==> src/rtl/trapezoidal_speed_profile_core_macros.svh <==
// ----------------------------------------------------------------------------
// Assertion macros for the trapezoidal speed profile core
// Clocked on clk, disabled while rst is high.
// ----------------------------------------------------------------------------
`ifndef TRAPEZOIDAL_SPEED_PROFILE_CORE_MACROS_SVH
`define TRAPEZOIDAL_SPEED_PROFILE_CORE_MACROS_SVH

// Same-cycle implication
`define TSP_ASSERT_IMP(label, ante, cons) \
  label: assert property (@(posedge clk) disable iff (rst) (ante) |-> (cons)) \
    else $error("tsp assertion failed");

// Next-cycle implication
`define TSP_ASSERT_NEXT(label, ante, cons) \
  label: assert property (@(posedge clk) disable iff (rst) (ante) |=> (cons)) \
    else $error("tsp assertion failed");

`endif

==> src/rtl/tsp_pkg.sv <==
// ----------------------------------------------------------------------------
// tsp_pkg
// Shared types and constants of the trapezoidal speed profile core.
// ----------------------------------------------------------------------------
`timescale 1ns / 1ps

package tsp_pkg;

  localparam int TSP_SPEED_WIDTH_DEF = 16;
  localparam int TSP_TICK_WIDTH_DEF  = 32;

  localparam int TSP_FIELD_W = 16;
  localparam int TSP_DIST_W  = 16;
  localparam int TSP_CFG_W   = 24;
  localparam int TSP_PROD_W  = TSP_DIST_W + TSP_CFG_W + 1;

  localparam logic [TSP_CFG_W-1:0] TSP_CFG_RESET = 24'd1000;
  localparam int TSP_RAMP_DEN = 5;

  localparam int TSP_MD_A_W_DEF = 41;
  localparam int TSP_MD_C_W_DEF = 32;

  typedef enum logic [1:0] {
    OP_TICK   = 2'd0,
    OP_START  = 2'd1,
    OP_TOGGLE = 2'd2
  } op_t;

  typedef enum logic [1:0] {
    PH_IDLE   = 2'd0,
    PH_ACC    = 2'd1,
    PH_CRUISE = 2'd2,
    PH_DEC    = 2'd3
  } phase_t;

  typedef struct packed {
    logic busy;
    logic done;
  } md_status_t;

endpackage

==> src/rtl/trapezoidal_speed_profile_core.sv <==
// ----------------------------------------------------------------------------
// trapezoidal_speed_profile_core
// Trapezoidal speed profile for one straight move, bit-serial arithmetic.
// ----------------------------------------------------------------------------
// Input stream s_*: one command per transfer, op in s_tuser (tick, start,
// pause toggle), distance and speeds in s_tdata. Every command yields exactly
// one result transfer on m_*: speed, drive_on and phase in m_tdata, done in
// m_tlast. cfg_* writes ticks_per_distance; write it only while idle.
// One command is worked on at a time; s_tready is high only when idle.
// Tick or toggle in a ramp phase: the result comes from the shared bit-serial
// multiply-divide, which takes a double step and an add step per bit of the
// speed difference; a cruise tick or an idle tick does not use it.
// Start: serial multiply over the DIST_W distance bits, the move length
// division over 41 bits, the ramp length division over TICK_WIDTH+1 bits,
// then one report.
// The result sits in an output register; when the receiver stalls the
// block holds it and waits with the next result before taking more input.
// Reset clears the move, the pause flag and loads ticks_per_distance = 1000.
// ----------------------------------------------------------------------------
`timescale 1ns / 1ps

`include "trapezoidal_speed_profile_core_macros.svh"

module trapezoidal_speed_profile_core import tsp_pkg::*; #(
  parameter int SPEED_WIDTH = TSP_SPEED_WIDTH_DEF,
  parameter int TICK_WIDTH  = TSP_TICK_WIDTH_DEF
) (
  input  logic        clk,
  input  logic        rst,
  input  logic        s_tvalid,
  output logic        s_tready,
  input  logic [47:0] s_tdata,   // distance[15:0], start_speed[31:16], peak_speed[47:32]
  input  logic [1:0]  s_tuser,   // op[1:0]
  output logic        m_tvalid,
  input  logic        m_tready,
  output logic [23:0] m_tdata,   // speed[15:0], drive_on[16], phase[18:17], zero[23:19]
  output logic        m_tlast,   // done_res
  input  logic        cfg_valid,
  output logic        cfg_ready,
  input  logic [23:0] cfg_data   // ticks_per_distance[23:0]
);

  localparam int SW     = SPEED_WIDTH;
  localparam int TW     = TICK_WIDTH;
  localparam int SX     = (SW > TSP_FIELD_W) ? SW : TSP_FIELD_W;
  localparam int AW0    = (TSP_PROD_W > TW + 1) ? TSP_PROD_W : TW + 1;
  localparam int AW     = (AW0 > SW) ? AW0 : SW;
  localparam int CW     = (SW + 1 > TW) ? SW + 1 : TW;
  localparam int LEN_W  = $clog2(AW + 1);
  localparam int MCNT_W = $clog2(TSP_DIST_W + 1);
  localparam int SH_TOT = AW - TSP_PROD_W;
  localparam int SH_RMP = AW - (TW + 1);
  localparam int SH_SPD = AW - SW;

  typedef enum logic [3:0] {
    ST_IDLE,
    ST_START,
    ST_MUL,
    ST_DIV,
    ST_RAMP_GO,
    ST_RAMP,
    ST_CEND,
    ST_TICK_CHK,
    ST_PHASE,
    ST_MD,
    ST_OUT
  } state_t;

  state_t                  state;
  logic [TSP_CFG_W-1:0]    ticks_per_distance;
  logic [TW-1:0]           tick_count;
  logic [TW-1:0]           total_ticks;
  logic [TW-1:0]           ramp_ticks;
  logic [TW-1:0]           cruise_end;
  logic [SW-1:0]           start_speed_held;
  logic [SW-1:0]           peak_speed_held;
  logic [SW-1:0]           speed_diff;
  logic                    ramp_up;
  logic [SW:0]             speed_sum;
  logic                    move_active;
  logic                    paused;
  logic [TSP_DIST_W-1:0]   dist_sh;
  logic [MCNT_W-1:0]       mcnt;
  logic [TSP_PROD_W-1:0]   prod;
  logic [SW-1:0]           res_speed;
  logic                    res_drive;
  phase_t                  res_phase;
  logic                    res_done;

  logic                    md_go;
  logic [AW-1:0]           md_a;
  logic [LEN_W-1:0]        md_len;
  logic [CW-1:0]           md_b;
  logic [CW-1:0]           md_c;
  logic [AW-1:0]           md_q;
  md_status_t              md_stat;

  op_t                     in_op;
  logic [SW-1:0]           in_start;
  logic [SW-1:0]           in_peak;
  logic [TSP_CFG_W:0]      tpd2;
  logic [SW-1:0]           md_off;
  logic [SX-1:0]           speed_x;

  assign in_op     = op_t'(s_tuser);
  assign in_start  = SW'(SX'(s_tdata[31:16]));
  assign in_peak   = SW'(SX'(s_tdata[47:32]));
  assign tpd2      = {ticks_per_distance, 1'b0};
  assign md_off    = md_q[SW-1:0];
  assign speed_x   = SX'(res_speed);
  assign s_tready  = state == ST_IDLE;
  assign cfg_ready = 1'b1;

  tsp_muldiv #(
    .A_W (AW),
    .C_W (CW)
  ) u_muldiv (
    .clk   (clk),
    .rst   (rst),
    .start (md_go),
    .a     (md_a),
    .len   (md_len),
    .b     (md_b),
    .c     (md_c),
    .q     (md_q),
    .stat  (md_stat)
  );

  always_ff @(posedge clk) begin
    if (rst) begin
      state              <= ST_IDLE;
      ticks_per_distance <= TSP_CFG_RESET;
      tick_count         <= '0;
      total_ticks        <= '0;
      ramp_ticks         <= '0;
      cruise_end         <= '0;
      start_speed_held   <= '0;
      peak_speed_held    <= '0;
      move_active        <= 1'b0;
      paused             <= 1'b0;
      md_go              <= 1'b0;
      m_tvalid           <= 1'b0;
    end else begin
      md_go <= 1'b0;
      if (m_tready) begin
        m_tvalid <= 1'b0;
      end
      if (cfg_valid) begin
        ticks_per_distance <= cfg_data;
      end
      unique case (state)
        ST_IDLE: begin
          if (s_tvalid) begin
            unique case (in_op)
              OP_START: begin
                start_speed_held <= in_start;
                peak_speed_held  <= in_peak;
                paused           <= 1'b0;
                tick_count       <= '0;
                dist_sh          <= s_tdata[15:0];
                prod             <= '0;
                mcnt             <= MCNT_W'(TSP_DIST_W);
                state            <= ST_START;
              end
              OP_TOGGLE: begin
                paused <= !paused;
                state  <= ST_PHASE;
              end
              OP_TICK: begin
                if (move_active && !paused) begin
                  tick_count <= tick_count + TW'(1);
                  state      <= ST_TICK_CHK;
                end else begin
                  state <= ST_PHASE;
                end
              end
              default: state <= ST_PHASE;
            endcase
          end
        end
        ST_START: begin
          speed_sum <= {1'b0, start_speed_held} + {1'b0, peak_speed_held};
          ramp_up   <= peak_speed_held >= start_speed_held;
          if (peak_speed_held >= start_speed_held) begin
            speed_diff <= peak_speed_held - start_speed_held;
          end else begin
            speed_diff <= start_speed_held - peak_speed_held;
          end
          state <= ST_MUL;
        end
        ST_MUL: begin
          if (mcnt != '0) begin
            prod    <= {prod[TSP_PROD_W-2:0], 1'b0}
                       + (dist_sh[TSP_DIST_W-1] ? TSP_PROD_W'(tpd2) : '0);
            dist_sh <= {dist_sh[TSP_DIST_W-2:0], 1'b0};
            mcnt    <= mcnt - MCNT_W'(1);
          end else if (speed_sum == '0) begin
            total_ticks <= '0;
            ramp_ticks  <= '0;
            move_active <= 1'b0;
            res_speed   <= '0;
            res_drive   <= 1'b0;
            res_phase   <= PH_IDLE;
            res_done    <= 1'b1;
            state       <= ST_OUT;
          end else begin
            md_go  <= 1'b1;
            md_a   <= AW'(prod) << SH_TOT;
            md_len <= LEN_W'(TSP_PROD_W);
            md_b   <= CW'(1);
            md_c   <= CW'(speed_sum);
            state  <= ST_DIV;
          end
        end
        ST_DIV: begin
          if (md_stat.done) begin
            if (|md_q[AW-1:TW]) begin
              total_ticks <= '1;
            end else begin
              total_ticks <= md_q[TW-1:0];
            end
            state <= ST_RAMP_GO;
          end
        end
        ST_RAMP_GO: begin
          if (total_ticks == '0) begin
            ramp_ticks  <= '0;
            move_active <= 1'b0;
            res_speed   <= '0;
            res_drive   <= 1'b0;
            res_phase   <= PH_IDLE;
            res_done    <= 1'b1;
            state       <= ST_OUT;
          end else begin
            md_go  <= 1'b1;
            md_a   <= AW'({total_ticks, 1'b0}) << SH_RMP;
            md_len <= LEN_W'(TW + 1);
            md_b   <= CW'(1);
            md_c   <= CW'(TSP_RAMP_DEN);
            state  <= ST_RAMP;
          end
        end
        ST_RAMP: begin
          if (md_stat.done) begin
            ramp_ticks <= md_q[TW-1:0];
            state      <= ST_CEND;
          end
        end
        ST_CEND: begin
          cruise_end  <= total_ticks - ramp_ticks;
          move_active <= 1'b1;
          state       <= ST_PHASE;
        end
        ST_TICK_CHK: begin
          if (tick_count >= total_ticks) begin
            move_active <= 1'b0;
            tick_count  <= '0;
            res_speed   <= '0;
            res_drive   <= 1'b0;
            res_phase   <= PH_IDLE;
            res_done    <= 1'b1;
            state       <= ST_OUT;
          end else begin
            state <= ST_PHASE;
          end
        end
        ST_PHASE: begin
          res_done <= 1'b0;
          if (!move_active) begin
            res_speed <= '0;
            res_drive <= 1'b0;
            res_phase <= PH_IDLE;
            state     <= ST_OUT;
          end else begin
            res_drive <= !paused;
            md_a      <= AW'(speed_diff) << SH_SPD;
            md_len    <= LEN_W'(SW);
            md_c      <= CW'(ramp_ticks);
            if (tick_count < ramp_ticks) begin
              res_phase <= PH_ACC;
              md_b      <= CW'(tick_count);
              md_go     <= 1'b1;
              state     <= ST_MD;
            end else if (tick_count < cruise_end) begin
              res_phase <= PH_CRUISE;
              res_speed <= peak_speed_held;
              state     <= ST_OUT;
            end else begin
              res_phase <= PH_DEC;
              md_b      <= CW'(tick_count - cruise_end);
              md_go     <= 1'b1;
              state     <= ST_MD;
            end
          end
        end
        ST_MD: begin
          if (md_stat.done) begin
            if (res_phase == PH_ACC) begin
              res_speed <= ramp_up ? start_speed_held + md_off
                                   : start_speed_held - md_off;
            end else begin
              res_speed <= ramp_up ? peak_speed_held - md_off
                                   : peak_speed_held + md_off;
            end
            state <= ST_OUT;
          end
        end
        ST_OUT: begin
          if (!m_tvalid || m_tready) begin
            m_tvalid <= 1'b1;
            m_tdata  <= {5'b0, res_phase, res_drive, speed_x[TSP_FIELD_W-1:0]};
            m_tlast  <= res_done;
            state    <= ST_IDLE;
          end
        end
        default: state <= ST_IDLE;
      endcase
    end
  end

  `TSP_ASSERT_IMP(a_idle_md_free, s_tready, !md_stat.busy)
  `TSP_ASSERT_IMP(a_count_in_move, s_tready && move_active, tick_count < total_ticks)
  `TSP_ASSERT_IMP(a_done_is_idle, m_tvalid && m_tlast,
                  !m_tdata[16] && (m_tdata[18:17] == PH_IDLE))
  `TSP_ASSERT_IMP(a_drive_has_phase, m_tvalid && m_tdata[16], m_tdata[18:17] != PH_IDLE)

endmodule

==> src/rtl/tsp_muldiv.sv <==
// ----------------------------------------------------------------------------
// tsp_muldiv
// Bit-serial floor(a * b / c) for b < c. The multiplier a enters MSB first,
// left-aligned, len bits; each bit takes a double step and an add step.
// ----------------------------------------------------------------------------
`timescale 1ns / 1ps

module tsp_muldiv import tsp_pkg::*; #(
  parameter int A_W = TSP_MD_A_W_DEF,
  parameter int C_W = TSP_MD_C_W_DEF
) (
  input  logic                       clk,
  input  logic                       rst,
  input  logic                       start,
  input  logic [A_W-1:0]             a,
  input  logic [$clog2(A_W+1)-1:0]   len,
  input  logic [C_W-1:0]             b,
  input  logic [C_W-1:0]             c,
  output logic [A_W-1:0]             q,
  output md_status_t                 stat
);

  localparam int LEN_W = $clog2(A_W + 1);

  typedef enum logic [1:0] {
    MD_IDLE,
    MD_DBL,
    MD_ADD
  } md_state_t;

  md_state_t        state;
  logic [A_W-1:0]   a_sh;
  logic [LEN_W-1:0] cnt;
  logic [C_W:0]     r;
  logic [C_W-1:0]   b_r;
  logic [C_W-1:0]   c_r;
  logic             done;

  logic [C_W:0] r_dbl;
  logic [C_W:0] r_add;
  logic [C_W:0] c_ext;
  logic         dbl_ge;
  logic         add_ge;

  assign c_ext  = {1'b0, c_r};
  assign r_dbl  = {r[C_W-1:0], 1'b0};
  assign r_add  = r + {1'b0, b_r};
  assign dbl_ge = r_dbl >= c_ext;
  assign add_ge = r_add >= c_ext;

  assign stat.busy = state != MD_IDLE;
  assign stat.done = done;

  always_ff @(posedge clk) begin
    if (rst) begin
      state <= MD_IDLE;
      done  <= 1'b0;
    end else begin
      done <= 1'b0;
      unique case (state)
        MD_IDLE: begin
          if (start) begin
            a_sh  <= a;
            cnt   <= len;
            r     <= '0;
            q     <= '0;
            b_r   <= b;
            c_r   <= c;
            state <= MD_DBL;
          end
        end
        MD_DBL: begin
          if (dbl_ge) begin
            r <= r_dbl - c_ext;
            q <= {q[A_W-2:0], 1'b1};
          end else begin
            r <= r_dbl;
            q <= {q[A_W-2:0], 1'b0};
          end
          state <= MD_ADD;
        end
        MD_ADD: begin
          if (a_sh[A_W-1]) begin
            if (add_ge) begin
              r <= r_add - c_ext;
              q <= q + A_W'(1);
            end else begin
              r <= r_add;
            end
          end
          a_sh <= {a_sh[A_W-2:0], 1'b0};
          cnt  <= cnt - LEN_W'(1);
          if (cnt == LEN_W'(1)) begin
            done  <= 1'b1;
            state <= MD_IDLE;
          end else begin
            state <= MD_DBL;
          end
        end
        default: state <= MD_IDLE;
      endcase
    end
  end

endmodule
==> config.mk <==
export PLATFORM = sky130hd
export DESIGN_NAME = trapezoidal_speed_profile_core
export DESIGN_NICKNAME = d
export VERILOG_FILES = /design/src/rtl/tsp_pkg.sv /design/src/rtl/trapezoidal_speed_profile_core.sv /design/src/rtl/tsp_muldiv.sv
export VERILOG_INCLUDE_DIRS = /design/src /design/src/rtl
export SDC_FILE = /design/constraint.sdc
export NUM_CORES = 2
export LEC_CHECK = 0
export ABC_AREA = 1
export BUFFER_PORTS_ARGS = -buffer_cell sky130_fd_sc_hd__buf_2
export CAP_MARGIN = 20
export CORE_ASPECT_RATIO = 0.5
export CORE_MARGIN = 2
export CORE_UTILIZATION = 65
export DETAILED_ROUTE_END_ITERATION = 10
export GPL_ROUTABILITY_DRIVEN = 0
export PLACE_DENSITY_LB_ADDON = 0.12
export SYNTH_ARGS = -nofsm -noshare
export SYNTH_HDL_FRONTEND = slang
export SYNTH_HIERARCHICAL = 1
export SYNTH_SLANG_ARGS = --single-unit
==> constraint.sdc <==
create_clock -name clk -period 18.4 [get_ports clk]
set_input_delay 0.92 -clock clk [delete_from_list [all_inputs] [get_ports clk]]
set_output_delay 0.92 -clock clk [all_outputs]
set_load 0.01 [all_outputs]
After elaboration in Yosys (flattened, before gate mapping)
Cells that the tools add are included.
{ "classes": {"addsub": 17, "magnitude_cmp": 6, "n_eq_ne": 38, "mux": 125, "n_bitwise": 2, "reduce_logical": 41} }
{ "op_table": {"columns": ["operator", "n"], "rows": [
  ["two-way mux 32 bit", 19],
  ["two-way mux 41 bit", 11],
  ["case mux 32 bit (3 select lines)", 3],
  ["case mux 41 bit (3 select lines)", 2],
  ["two-way mux 16 bit", 15],
  ["case mux 32 bit (2 select lines)", 3],
  ["case mux 41 bit (2 select lines)", 2],
  ["two-way mux 33 bit", 4],
  ["case mux 33 bit (3 select lines)", 1],
  ["case mux 16 bit (5 select lines)", 1],
  ["greater-or-equal comparator 33 x 32 -> 1 bit", 2],
  ["subtractor 33 x 32 -> 33 bit", 2],
  ["< comparator 32 bit", 2],
  ["subtractor 16 bit", 4],
  ["subtractor 32 bit", 2],
  ["case mux 4 bit (11 select lines)", 1],
  ["adder 41 x 1 -> 41 bit (second input constant)", 1],
  ["adder 41 x 25 -> 41 bit", 1],
  ["two-way mux 4 bit", 9],
  ["adder 33 x 32 -> 33 bit", 1],
  ["adder 16 bit", 2],
  ["adder 32 x 1 -> 32 bit (second input constant)", 1],
  ["greater-or-equal comparator 32 bit", 1],
  ["logical NOT 32 bit", 1],
  ["50 further kinds", 138]
]} }
{ "totals": {"regBits": 627, "inputBits": 79} }

Longest topological paths before layout
{ "logic_depth": {"ltp_word": 6, "mapped_depth": 27, "ltp_nobuf": 26} }

Cells and area by module
The synthesis kept the hierarchy.
{ "by_module_without_submodules": {"columns": ["module", "instances", "cells_per_inst", "area_per_inst_um2", "seq_area_each_um2"], "rows": [
  ["trapezoidal_speed_profile_core", 1, 3877, 29050.4, 11080.6],
  ["tsp_muldiv", 1, 2403, 16356.9, 5615.4]
]} }

Least setup slack after synthesis
OpenSTA, ideal clock, no wires.
{ "synth_path": {"kind": "input to register", "startpoint": "input rst", "endpoint": "register dist_sh[0], enable pin", "setup_ns": 0.806, "t_arrival_ns": 10.845, "setup_slack_ns": 6.749, "stages": 3, "path_buffers": 2, "path_cell_list": "clkbuf_1 -> clkbuf_1 -> a2111oi_0"} }
{ "synth_via": {"elab_chain_len": 2} }
{ "synth_lines": {"columns": ["element", "line", "text"], "rows": [
  ["start, declared", "trapezoidal_speed_profile_core.sv:29", "input logic rst,"],
  ["inverter 1 bit (no source line)", null, null],
  ["AND reduction 5 bit (no source line)", null, null],
  ["end signal, assigned", "trapezoidal_speed_profile_core.sv:160", "dist_sh <= s_tdata[15:0];"],
  ["end signal, assigned", "trapezoidal_speed_profile_core.sv:195", "dist_sh <= {dist_sh[TSP_DIST_W-2:0], 1'b0};"],
  ["end, declared", "trapezoidal_speed_profile_core.sv:82", "logic [TSP_DIST_W-1:0] dist_sh;"]
]} }
No other way between the ends.
A chain may end at the register's enable or synchronous reset.

Worst setup path in the final report
{ "layout_path": {"startpoint": "register u_muldiv.r[0]", "endpoint": "register u_muldiv.r[28] (data pin)"} }
{ "layout_via": {"elab_chain_len": 5, "word_cells_on_any_way": 9, "classes_between": "add/sub: 3; order compare: 2; mux: 4"} }
{ "layout_lines": {"columns": ["element", "line", "text"], "rows": [
  ["start, declared", "tsp_muldiv.sv:34", "logic [C_W:0] r;"],
  ["start signal, assigned", "tsp_muldiv.sv:74", "r <= r_dbl - c_ext;"],
  ["start signal, assigned", "tsp_muldiv.sv:77", "r <= r_dbl;"],
  ["start signal, assigned", "tsp_muldiv.sv:85", "r <= r_add - c_ext;"],
  ["adder 33 x 32 -> 33 bit", "tsp_muldiv.sv:47", "assign r_add = r + {1'b0, b_r};"],
  ["subtractor 33 x 32 -> 33 bit or greater-or-equal comparator 33 x 32 -> 1 bit (tied branches)", "tsp_muldiv.sv:85, tsp_muldiv.sv:49", null],
  ["two-way mux 33 bit", "tsp_muldiv.sv:84", "if (add_ge) begin"],
  ["two-way mux 33 bit", "tsp_muldiv.sv:83", "if (a_sh[A_W-1]) begin"],
  ["case mux 33 bit (3 select lines) *", "tsp_muldiv.sv:60", "unique case (state)"]
]} }
Every way passes the cells marked *; elsewhere a longest branch is shown, timed or not. The select of a mux whose other input is x is not followed.

==> summary.txt <==
Outcome
  • Outcome: finished clean

Setup path
  • Worst R2R Setup Slack: 12.73 ns
  • Crit Path Category: flip-flop to flip-flop
  • Crit-path most repeated cell: nand2_1
  • Reg2reg start: u_muldiv/r[0]
  • Critical path, cell by cell: ha_1 > fa_1 > nand3_1 > nand3_1 > nand2_1 > nand2_1 > nand2_1 > nand2_1 > xor2_1 > inv_1 > ha_1 > nand2_1 > inv_1 > nand2_1 > nand3_1 > a21oi_1 > nand2_1 > nand2_1 > nand2_1 > nand2_2 > nand3_2 > nand2_1 > nand3_1 > a21oi_1
  • Crit Path Max Fanout: 35
  • Worst Path Arrival: between 6 and 7 ns
  • CP required: ~19 ns
  • Crit path from: u_muldiv/r[0]
  • R2R cell count: 24
  • Critical Path Start Type: flip-flop
  • CP peak stage delay: a little over 0.8 ns
  • Setup crit end: u_muldiv/r[28]
  • CP endpoint kind: flip-flop
  • R2r endpoint: u_muldiv/r[28]
  • CP max stage cell: nand3_2

Route
  • Detail Route Antenna Nets: 0
  • DR WL/cell: 19.8 um
  • Residual DRC: 0
  • Iteration count of the initial detailed-routing pass: 9
  • Vias: 44800
  • Final wirelength: ~140000 um
  • Iter 0 DRT Violations: 6728
  • DR vias/cell: approximately 6.1

Timing
  • RSZ-0062 raised after global routing: no
  • Max frequency: between 150 and 200 MHz
  • Setup total negative slack: 0 ns
  • Final Hold Vio Count: 0
  • Max Slew Vio Count: 0
  • Crit share post-route: between 30 and 40%
  • Slew @ Worst Pin: ~1.1 ns
  • Final hold slack: about 0.42 ns
  • Final Skew: a little under 0.05 ns
  • Setup violators final: 0
  • Min cycle time layout: about 5.7 ns
  • Slew margin rel.: 23.6%

CTS
  • CTS Hold Buffers Added: 0
  • Post-CTS sizing: 0
  • H-tree depth: 2
  • Post-CTS setup buffers: 0
  • CTS tree: built
  • Max Buffers Root-to-Sink: 3
  • Root buf cell: clkbuf_16
  • # clock sinks: slightly above 600
  • Worst-path clk slew: around 0.07 ns
  • Clock Latency Late Sink: ~0.67 ns
  • Total CTS buffers: 56

Final layout
  • Layout cells sized above 1: approximately 5.1%
  • Synth-to-Final Area Change: 7.12%
  • Multi-input logic area: ~0.025 mm^2
  • Post-layout nets: between 6000 and 7000
  • Final Cell Area: 0.0486 mm^2
  • Final core utilization: 70.5%
  • Non-Filler Instances: about 7300
  • Fill count: slightly below 6000
  • FF/Latch Area: ~0.017 mm^2

Synth
  • Fraction of the mapped netlist area in simple logic gates: a little over a quarter
  • Ys flop type: edfxtp_1
  • Synth async-reset ratio: 0%
  • Synthesized flop and latch total: between 600 and 700
  • Area contributors post-synth: edfxtp_1, nand2_1, ha_1, dfxtp_1, inv_1
  • Average size of a mapped cell: 7.23 um^2
  • Top cell type's share of synthesized area: 28.2%
  • Cell taking the most area after synthesis: edfxtp_1
  • Synth Area in XOR/XNOR: a little under 3%
  • Synth Area in Compound Gates: about 14%
  • Synth cell types: 65
  • Largest family of logic cells by synthesized area: simple AND/OR/NAND/NOR gates
  • Post-synth EDFFs: around 430
  • Syn. warnings: 6
  • Post-synthesis sequential area ratio: about 37%
  • Synth Instances: ~6300
  • Mapped Area: 0.0454 mm^2
  • Post-synthesis mux area share: less than 1%
  • Adder-cell share of the synthesized area: under 10%

Power and ir drop
  • VDD IR max: approximately 0.14 mV
  • Pleak: approximately 22 nW
  • Power Density: ~180 mW/mm^2

Place
  • Placed inst area: between 0.04 and 0.05 mm^2
  • PortBufs: 100
  • Cell count after placement: just over 7000
  • Final HPWL DP: 108000 um

Flow run
  • Maxcap violations: 0

Floorplan
  • Die width: 378 um
  • I/O pin count: 107
  • Initial Utilization: roughly two thirds
  • Die Y: between 150 and 200 um
  • Die area: approximately 0.072 mm^2
  • Rows: a little under 70
  • Core box area: 0.0690 mm^2

Worst hold path
  • Hold Path Depth: 0
  • HP Class: flip-flop to flip-flop

Global routing
  • Initial antenna violation count: 3
  • Total global-route track usage: roughly two fifths
  • First-pass GRT wire length: 222000 um
  • Total grt overflow: 0
  • Vias in the first global route: 40800
  • Largest net degree at the start of global routing: 76
==> placed cells by master (no fill, tap or decap), drive strengths merged, types with 12 or more instances in the layout <==
| master | n |
|---|---|
| nand2 | 1565 |
| inv | 899 |
| nor2 | 621 |
| a21oi | 591 |
| edfxtp | 426 |
| o21ai | 424 |
| ha | 335 |
| nand3 | 335 |
| dfxtp | 195 |
| buf | 137 |
| nand4 | 124 |
| nor3 | 97 |
| xor2 | 91 |
| clkbuf | 72 |
| xnor2 | 60 |
| nand3b | 49 |
| a21o | 38 |
| nor4 | 35 |
| o21bai | 34 |
| a31oi | 28 |
| nor3b | 23 |
| o21a | 18 |
| or2 | 17 |
| clkinv | 17 |
| o211ai | 15 |
| o22ai | 14 |
| o221ai | 12 |
==> how the worst min path moves through the flow <==
| stage | start | to |
|---|---|---|
| 6_report | md_b[7] | u_muldiv/b_r[7] |
| 5_1_grt | md_b[7] | u_muldiv/b_r[7] |
| 4_1_cts | md_b[16] | u_muldiv/b_r[16] |
| 3_5_place_dp | md_b[16] | u_muldiv/b_r[16] |
| 3_3_place_gp | md_b[27] | u_muldiv/b_r[27] |
| 2_1_floorplan | res_speed[0] | m_tdata[0] |
==> logic make-up after synthesis <==
group,Yosys count
simple gates,2875
compound gates,1205
other cells,2
flops,621
mux,1
buf+inv,1079
fa+ha+maj,346
xor+xnor,151
==> cells in the mapped netlist, types with 6 or more instances <==
cell type / n
inv_1: 869
buf_4: 16
nor3_1: 90
xor2_1: 91
nand3_1: 328
fa_1: 11
buf_1: 8
buf_2: 46
a21oi_1: 591
o221ai_1: 12
nand3b_1: 48
nand4_1: 122
nand2_1: 1559
clkbuf_1: 111
a31oi_1: 28
xnor2_1: 60
nand3_2: 7
o21a_1: 18
o21ai_0: 403
o211ai_1: 15
o22ai_1: 14
dfxtp_1: 195
ha_1: 335
nor2_2: 9
o31ai_1: 8
edfxtp_1: 426
nor3b_1: 23
a21boi_0: 9
nor2_1: 609
o21bai_1: 33
nor4_1: 34
or2_2: 15
inv_2: 23
o21ai_1: 18
and2_1: 6
a21o_1: 38
==> power by group <==
part / total (mW) / internal, mW / leakage, nW / switching, mW
Clock: 1.27 / 0.698 / 0.935 / 0.577
Combinational: 5.40 / 1.63 / 16.0 / 3.76
Sequential: 2.32 / 1.96 / 5.53 / 0.365
==> worst max-delay path, delay by kind of cell (launching register included) <==
family | cells | cell delay [ns]
and+or+nand+nor | 16 | 3.11
adders and majority gates | 3 | 1.10
DFF | 1 | 0.44
AOI/OAI and AO/OA | 2 | 0.35
xor gates and xnor gates | 1 | 0.30
buffers and inverters | 2 | 0.14
==> stage by stage <==
step           setup slack [ns]  total power, mW
6_report                  12.73             9.00
5_1_grt                   12.37             9.55
4_1_cts                   12.96             8.71
3_5_place_dp              13.03             7.41
3_3_place_gp              13.20             7.26
2_1_floorplan              6.75             5.96
==> sequential cells by signal, indices dropped and copies added, names as in the netlist, 4 cells and up <==
register	count
dist_sh	16
u_muldiv/a_sh	41
state	4
u_muldiv/cnt	6
cruise_end	32
md_c	32
mcnt	5
m_tdata	19
res_speed	16
total_ticks	32
u_muldiv/b_r	32
peak_speed_held	16
ramp_ticks	32
prod	40
u_muldiv/q	41
u_muldiv/c_r	32
ticks_per_distance	24
start_speed_held	16
u_muldiv/r	33
speed_sum	16
tick_count	32
speed_diff	16
md_b	32
md_a	40
==> layout make-up <==
cell class | instances | area share [%]
Multi-Input combinational cell | 4587 | 50.6
Clock inverter | 35 | 0.960
Antenna cell | 2 | 0.0103
Timing Repair Buffer | 138 | 1.68
Tap cell | 945 | 2.43
Inverter | 894 | 6.90
Sequential cell | 621 | 34.3
Clock buffer | 71 | 3.06
==> layer usage <==
| metal | share of wire (%) | up-vias | global-route usage [%] |
|---|---|---|---|
| li1 | - | 20900 | - |
| met1 | 40 | 20500 | 53.3 |
| met2 | 41 | 2821 | 57.7 |
| met3 | 14 | 535 | 11.8 |
| met4 | 5.4 | 11 | 18.2 |
| met5 | 0.10 | - | 0.741 |
(Power assumes the default switching activity.)
